--- config.mk ---
export PLATFORM = sky130hd
export DESIGN_NAME = sorted_set_insert_delete_search
export DESIGN_NICKNAME = d
export VERILOG_FILES = /design/src/rtl/sset_pkg.sv /design/src/rtl/sorted_set_insert_delete_search.sv
export SDC_FILE = /design/constraint.sdc
export NUM_CORES = 2
export LEC_CHECK = 0
export BUFFER_PORTS_ARGS = -buffer_cell sky130_fd_sc_hd__buf_2
export CORE_ASPECT_RATIO = 0.5
export CORE_MARGIN = 2
export CORE_UTILIZATION = 30
export CTS_CLUSTER_DIAMETER = 80
export DETAILED_ROUTE_END_ITERATION = 8
export HOLD_SLACK_MARGIN = 0.06
export PLACE_DENSITY = 0.42
export SETUP_SLACK_MARGIN = 0.5
export SLEW_MARGIN = 20
export SYNTH_ARGS = -nofsm -noshare
export SYNTH_HDL_FRONTEND = slang
export SYNTH_SLANG_ARGS = --single-unit
--- constraint.sdc ---
create_clock -name i_clk -period 5.56 [get_ports i_clk]
set_input_delay 1.112 -clock i_clk [delete_from_list [all_inputs] [get_ports i_clk]]
set_output_delay 1.112 -clock i_clk [all_outputs]
set_load 0.02 [all_outputs]
--- src/rtl/sset_pkg.sv ---
// shared constants for the sorted key set: default sizes, opcodes and status codes
// no dependencies; imported by sorted_set_insert_delete_search
package sset_pkg;

    localparam int CAP_DEFAULT = 64;
    localparam int KEY_W_DEFAULT = 16;

    localparam int OP_W = 2;
    localparam int STATUS_W = 2;

    typedef logic [OP_W-1:0] t_opcode;
    typedef logic [STATUS_W-1:0] t_status;

    localparam t_opcode OP_INSERT = 2'd0;
    localparam t_opcode OP_DELETE = 2'd1;
    localparam t_opcode OP_SEARCH = 2'd2;

    localparam t_status ST_OK = 2'd0;
    localparam t_status ST_DUP = 2'd1;
    localparam t_status ST_MISSING = 2'd2;
    localparam t_status ST_FULL = 2'd3;

endpackage

--- src/rtl/sorted_set_insert_delete_search.sv ---
// sorted key set: ascending distinct signed keys held in one synchronous memory
// depends on sset_pkg for opcodes, status codes and default sizes
//
// Keeps up to CAPACITY distinct signed keys in ascending order in one single-port-read,
// single-port-write memory with a registered read. Each request word (opcode, key) gives
// one result word (status, key, count after the operation). A request is taken only when
// the block is idle, one at a time. Every request first runs a binary search over the
// stored keys, each halving step a memory read and then a compare.
// An insert then moves each larger key up one place and a delete moves each larger key
// down one place, each key moved as a read and then a write through the memory port, plus
// one closing step (the key write for an insert). The fixed steps are accept, end of
// search, decide and result.
// The result register frees the input side: a new request is accepted while the last
// result still waits to be taken. Keys are cleared at reset only by zeroing the count.
module sorted_set_insert_delete_search #(
    parameter int CAPACITY = sset_pkg::CAP_DEFAULT,
    parameter int KEY_WIDTH = sset_pkg::KEY_W_DEFAULT,
    parameter int CNT_W = $clog2(CAPACITY + 1)
) (
    input  logic                        i_clk,
    input  logic                        i_rst_n,
    input  logic                        i_in_valid,
    output logic                        o_in_ready,
    input  sset_pkg::t_opcode           i_opcode,
    input  logic signed [KEY_WIDTH-1:0] i_value,
    output logic                        o_out_valid,
    input  logic                        i_out_ready,
    output sset_pkg::t_status           o_status,
    output logic signed [KEY_WIDTH-1:0] o_value_echo,
    output logic [CNT_W-1:0]            o_entry_count
);
    import sset_pkg::*;

    localparam int AW = (CAPACITY > 1) ? $clog2(CAPACITY) : 1;

    localparam logic [3:0] S_IDLE = 4'd0;
    localparam logic [3:0] S_SRCH_RD = 4'd1;
    localparam logic [3:0] S_SRCH_CMP = 4'd2;
    localparam logic [3:0] S_ACT = 4'd3;
    localparam logic [3:0] S_UP_RD = 4'd4;
    localparam logic [3:0] S_UP_WR = 4'd5;
    localparam logic [3:0] S_DN_RD = 4'd6;
    localparam logic [3:0] S_DN_WR = 4'd7;
    localparam logic [3:0] S_FIN = 4'd8;

    localparam logic [CNT_W-1:0] CAP_CNT = CNT_W'(CAPACITY);

    logic signed [KEY_WIDTH-1:0] r_mem [CAPACITY];
    logic signed [KEY_WIDTH-1:0] r_rd_data;
    logic [AW-1:0]               rd_addr;
    logic                        we;
    logic [AW-1:0]               wr_addr;
    logic signed [KEY_WIDTH-1:0] wr_data;

    logic [3:0]                  r_state, n_state;
    t_opcode                     r_op, n_op;
    logic signed [KEY_WIDTH-1:0] r_key, n_key;
    logic [CNT_W-1:0]            r_count, n_count;
    logic [CNT_W-1:0]            r_lo, n_lo;
    logic [CNT_W-1:0]            r_hi, n_hi;
    logic                        r_hit, n_hit;
    logic [CNT_W-1:0]            r_idx, n_idx;
    t_status                     r_st, n_st;
    logic                        r_o_valid, n_o_valid;
    t_status                     r_o_status, n_o_status;
    logic signed [KEY_WIDTH-1:0] r_o_value, n_o_value;
    logic [CNT_W-1:0]            r_o_count, n_o_count;

    logic [CNT_W:0]              mid_sum;
    logic [CNT_W-1:0]            mid;
    logic [CNT_W-1:0]            idx_dec;
    logic [CNT_W-1:0]            idx_inc;
    logic                        out_free;

    // memory: one read and one write port, registered read data
    always_ff @(posedge i_clk) begin
        if (we) begin
            r_mem[wr_addr] <= wr_data;
        end
        r_rd_data <= r_mem[rd_addr];
    end

    assign mid_sum = {1'b0, r_lo} + {1'b0, r_hi};
    assign mid = mid_sum[CNT_W:1];
    assign idx_dec = r_idx - CNT_W'(1);
    assign idx_inc = r_idx + CNT_W'(1);
    assign out_free = !r_o_valid || i_out_ready;

    // a read and a write may touch one entry in the same cycle; such read data is not used
    always_comb begin
        n_state = r_state;
        n_op = r_op;
        n_key = r_key;
        n_count = r_count;
        n_lo = r_lo;
        n_hi = r_hi;
        n_hit = r_hit;
        n_idx = r_idx;
        n_st = r_st;
        n_o_valid = r_o_valid;
        n_o_status = r_o_status;
        n_o_value = r_o_value;
        n_o_count = r_o_count;
        rd_addr = mid[AW-1:0];
        we = 1'b0;
        wr_addr = r_idx[AW-1:0];
        wr_data = r_rd_data;

        if (r_o_valid && i_out_ready) begin
            n_o_valid = 1'b0;
        end

        unique case (r_state)
            S_IDLE: begin
                if (i_in_valid) begin
                    n_op = i_opcode;
                    n_key = i_value;
                    n_lo = '0;
                    n_hi = r_count;
                    n_hit = 1'b0;
                    n_state = S_SRCH_RD;
                end
            end
            S_SRCH_RD: begin
                rd_addr = mid[AW-1:0];
                if (r_lo < r_hi) begin
                    n_state = S_SRCH_CMP;
                end else begin
                    n_state = S_ACT;
                end
            end
            S_SRCH_CMP: begin
                // lower bound: first slot whose key is not below the request
                if (r_rd_data < r_key) begin
                    n_lo = mid + CNT_W'(1);
                end else begin
                    n_hi = mid;
                    n_hit = (r_rd_data == r_key);
                end
                n_state = S_SRCH_RD;
            end
            S_ACT: begin
                n_state = S_FIN;
                case (r_op)
                    OP_INSERT: begin
                        if (r_hit) begin
                            n_st = ST_DUP;
                        end else if (r_count >= CAP_CNT) begin
                            n_st = ST_FULL;
                        end else begin
                            n_idx = r_count;
                            n_state = S_UP_RD;
                        end
                    end
                    OP_DELETE: begin
                        if (r_hit) begin
                            n_idx = r_lo;
                            n_state = S_DN_RD;
                        end else begin
                            n_st = ST_MISSING;
                        end
                    end
                    OP_SEARCH: begin
                        n_st = r_hit ? ST_OK : ST_MISSING;
                    end
                    default: begin
                        n_st = ST_MISSING;
                    end
                endcase
            end
            S_UP_RD: begin
                if (r_idx == r_lo) begin
                    we = 1'b1;
                    wr_addr = r_lo[AW-1:0];
                    wr_data = r_key;
                    n_count = r_count + CNT_W'(1);
                    n_st = ST_OK;
                    n_state = S_FIN;
                end else begin
                    rd_addr = idx_dec[AW-1:0];
                    n_state = S_UP_WR;
                end
            end
            S_UP_WR: begin
                we = 1'b1;
                wr_addr = r_idx[AW-1:0];
                n_idx = idx_dec;
                n_state = S_UP_RD;
            end
            S_DN_RD: begin
                if (idx_inc >= r_count) begin
                    n_count = r_count - CNT_W'(1);
                    n_st = ST_OK;
                    n_state = S_FIN;
                end else begin
                    rd_addr = idx_inc[AW-1:0];
                    n_state = S_DN_WR;
                end
            end
            S_DN_WR: begin
                we = 1'b1;
                wr_addr = r_idx[AW-1:0];
                n_idx = idx_inc;
                n_state = S_DN_RD;
            end
            S_FIN: begin
                if (out_free) begin
                    n_o_valid = 1'b1;
                    n_o_status = r_st;
                    n_o_value = r_key;
                    n_o_count = r_count;
                    n_state = S_IDLE;
                end
            end
            default: begin
                n_state = S_IDLE;
            end
        endcase
    end

    always_ff @(posedge i_clk) begin
        if (!i_rst_n) begin
            r_state <= S_IDLE;
            r_count <= '0;
            r_o_valid <= 1'b0;
        end else begin
            r_state <= n_state;
            r_count <= n_count;
            r_o_valid <= n_o_valid;
        end
        r_op <= n_op;
        r_key <= n_key;
        r_lo <= n_lo;
        r_hi <= n_hi;
        r_hit <= n_hit;
        r_idx <= n_idx;
        r_st <= n_st;
        r_o_status <= n_o_status;
        r_o_value <= n_o_value;
        r_o_count <= n_o_count;
    end

    assign o_in_ready = (r_state == S_IDLE);
    assign o_out_valid = r_o_valid;
    assign o_status = r_o_status;
    assign o_value_echo = r_o_value;
    assign o_entry_count = r_o_count;

    // the count never passes capacity
    a_count_bound: assert property (@(posedge i_clk) disable iff (!i_rst_n)
        r_count <= CAP_CNT)
        else $error("key count above capacity");

    // the count moves by one at most per operation, and only from the insert or delete read step
    a_count_step: assert property (@(posedge i_clk) disable iff (!i_rst_n)
        $past(i_rst_n) && (r_count != $past(r_count)) |->
            ($past(r_state) == S_UP_RD || $past(r_state) == S_DN_RD))
        else $error("key count changed outside an update");

    // a result word is only raised from the finish step
    a_result_src: assert property (@(posedge i_clk) disable iff (!i_rst_n)
        $past(i_rst_n) && $rose(r_o_valid) |-> $past(r_state) == S_FIN)
        else $error("result raised outside finish");

    // search window stays ordered and within the stored keys
    a_window: assert property (@(posedge i_clk) disable iff (!i_rst_n)
        (r_state == S_SRCH_CMP) |-> (r_lo < r_hi) && (r_hi <= r_count))
        else $error("search window out of range");

    // an insert only completes a write when there is room
    a_ins_room: assert property (@(posedge i_clk) disable iff (!i_rst_n)
        (r_state == S_UP_RD) |-> (r_count < CAP_CNT))
        else $error("insert shift with a full store");

endmodule
==> impl_metrics.env <==
export IMPL_met1_usage=0.278
export IMPL_grt_first_pass_wirelength_mm=206
export IMPL_clk_path_buf_depth=3
export IMPL_worstPathCellList="ha_1, nand2_1, nor2_1, xor2_1, ha_1, a21oi_1, o211ai_4, a21oi_4, a221o_4, buf_12, buf_6, and3_1, a211oi_1, a31oi_1, nand4_1, or3_1"
export IMPL_startpoint_type="register"
export IMPL_rsz0062_at_grt="yes"
export IMPL_die_h_um=280
export IMPL_setup_tns_ns=0
export IMPL_dp_hpwl_mm=87.3
export IMPL_crit_family="compound AO/OA/AOI/OAI gates"
export IMPL_layout_common_cells="edfxtp_1 (1091), nand2_1 (894), buf_4 (169)"
export IMPL_clock_sinks=1119
export IMPL_setup_viol=0
export IMPL_ys_flop_type="edfxtp_1"
export IMPL_root_buffer="clkbuf_16"
export IMPL_vdd_drop_max_uv=274
export IMPL_track_usage=0.183
export IMPL_grt_max_degree=80
export IMPL_core_region_area_mm2=0.151
export IMPL_hp_class="reg2reg"
export IMPL_period_needed_ns=4.93
export IMPL_avgSynthCellArea_um2=13.3
export IMPL_critPathSlowestCell="or3_1"
export IMPL_routed_wl_mm=145
export IMPL_fmax_mhz=203
export IMPL_syn_area_mm2=0.0456
export IMPL_numCtsBuffers=109
export IMPL_drtIter0Drc=2976
export IMPL_synth_edff_count=1091
export IMPL_avgRoutedWirePerCell_um=25.5
export IMPL_dp_cells=5480
export IMPL_power_density_mw_per_mm2=495
export IMPL_crit_type="reg2reg"
export IMPL_status="finished, final reports clean"
export IMPL_die_w_um=555
export IMPL_syn_instance_count=3434
export IMPL_antenna_found_initial=7
export IMPL_nets=3668
export IMPL_grt_ovfl_total=0
export IMPL_yosys_area_top_type="edfxtp_1"
export IMPL_drv_slew=0
export IMPL_drt_pass1_iterations=6
export IMPL_path_max_fanout=47
export IMPL_worst_pin_slew_ns=1.12
export IMPL_yosysWarningCount=0
export IMPL_max_stage_delay_ns=0.47
export IMPL_area_growth_syn_to_layout_pct=16.5
export IMPL_synth_area_leaders="edfxtp_1 (72%), nand2_1 (7.4%), a21oi_1 (1.8%)"
export IMPL_vias=28700
export IMPL_max_slew_margin_rel=0.248
export IMPL_maxCapViolCount=0
export IMPL_fin_cells=5699
export IMPL_crit_required_ns=6.17
export IMPL_place_gp_congestion=0.878
export IMPL_critPathMostFrequentCell="ha_1"
export IMPL_cp_num_buf_inv=2
export IMPL_synth_seq_area_share=0.731
export IMPL_clk_pin_slew_ns=0.07
export IMPL_drc_errors=0
export IMPL_clock_skew_final_ns=0.0255
export IMPL_ant_nets=0
export IMPL_ios=49
export IMPL_htreeDepth=3
export IMPL_avgViaCountPerCell=5.04
export IMPL_grtUsageMet3=0.0277
export IMPL_syn_num_nets=3501
export IMPL_nFillCells=14700
export IMPL_drive_gt1_frac=0.136
export IMPL_crit_arrival_ns=5.54
export IMPL_leakage_nw=18.4
export IMPL_placementRows=101
export IMPL_io_buffers=48
export IMPL_top_usage_layer="met1"
export IMPL_synth_distinct_cells=72
export IMPL_grt_pass1_vias=27200
export IMPL_cts_tree="built"
export IMPL_grtUsageMet2=0.277
export IMPL_period_share=0.886
export IMPL_ys_async_sr_fraction=0
export IMPL_cts_hold_buf=0
export IMPL_clock_latency_ns=0.73
export IMPL_die_area_mm2=0.155
export IMPL_synth_top_area_share=0.718
export IMPL_ys_ff_latch=1119
export IMPL_hold_viol=0
export IMPL_ff2ff_setup_slack_ns=0.63
export IMPL_initial_utilization=0.301
export IMPL_cp_end_kind="register"
export IMPL_final_common_cell="edfxtp_1"
## kinds of logic (layout without fill, tap and decap cells)
group                    Yosys count  in the layout  synth area share
AO/OA/AOI/OAI                    489            489            0.0698
XOR/XNOR                          33             33           0.00634
multiplexers                      85             85            0.0187
adder cells (fa/ha/maj)           45             45            0.0127
other                              0              2                 0
AND/OR/NAND/NOR                 1429           1429             0.137
buffers and inverters            234            489            0.0243
flip-flops                      1119           1119             0.731
## final timing paths
kind,startpoint,to,depth (start not counted)
hold / removal,r_st[0],o_status[0],0
hold reg to reg,r_st[0],o_status[0],0
setup reg to reg,r_idx[0],r_rd_data[11],16
setup / recovery,r_idx[0],r_rd_data[11],16
## area by class of cell
class,instances,area (um^2),share of cell area
clock inverter,62,475,0.00895
inverter,41,155,0.00292
timing repair buffer,249,2170,0.0409
antenna,2,5.00,0.0000942
clock buffer,137,2900,0.0545
multi-input combinational,2081,11600,0.218
sequential,1119,33300,0.627
tap,2008,2510,0.0473
## stage by stage
step / area (um^2) / power (W) / worst slack [ns] / hold WS (ns) / util
floorplan: 45600 / 0.0152 / 0.844 / 0.400 / -
global placement: 49400 / 0.0191 / -0.0974 / 0.405 / 0.326
detailed placement: 49400 / 0.0191 / -0.159 / 0.405 / 0.327
CTS: 52900 / 0.0264 / 0.495 / 0.420 / 0.350
global route: 53100 / 0.0274 / 0.382 / 0.430 / 0.351
finish: 53100 / 0.0263 / 0.632 / 0.418 / 0.351
## cells in the mapped netlist (26+ instances only)
cell type / number
ha_1: 43
dfxtp_1: 28
and3_1: 99
clkbuf_1: 87
o21ai_0: 36
a32oi_1: 31
inv_1: 39
nand3_1: 137
edfxtp_1: 1091
o22ai_1: 32
a31oi_1: 95
a211oi_1: 36
nor4_1: 26
nor2_1: 150
a22oi_1: 32
nand2_1: 894
mux2i_1: 82
a21oi_1: 164
buf_2: 71
## flip-flops by register name, indices dropped and copies added, names as in the netlist, 2 cells and up
| signal | cells |
|---|---|
| o_entry_count | 7 |
| o_status | 2 |
| o_value_echo | 16 |
| r_count | 7 |
| r_hi | 7 |
| r_idx | 7 |
| r_key | 16 |
| r_lo | 7 |
| r_mem | 1024 |
| r_op | 2 |
| r_rd_data | 16 |
| r_st | 2 |
| r_state | 4 |
## layer usage
metal / vias up / wire (um)
li1: 13000 / -
met1: 14700 / 70300
met2: 870 / 63500
met3: 139 / 9060
met4: 0 / 2410
met5: - / 0
## where the power goes
part | internal (W) | total (W) | switching, W
Clock | 0.00395 | 0.00720 | 0.00324
Sequential | 0.0105 | 0.0107 | 0.000168
Combinational | 0.00229 | 0.00844 | 0.00614
Total | 0.0167 | 0.0263 | 0.00956
## timing repair
action / CTS / global route
pin swaps: 3 / 6
gates cloned: 0 / 2
buffers inserted: 9 / 5
gates resized for setup: 9 / 16
endpoints found under the setup margin: 15 / 14
Note: power is estimated with default switching activity, not from simulation.
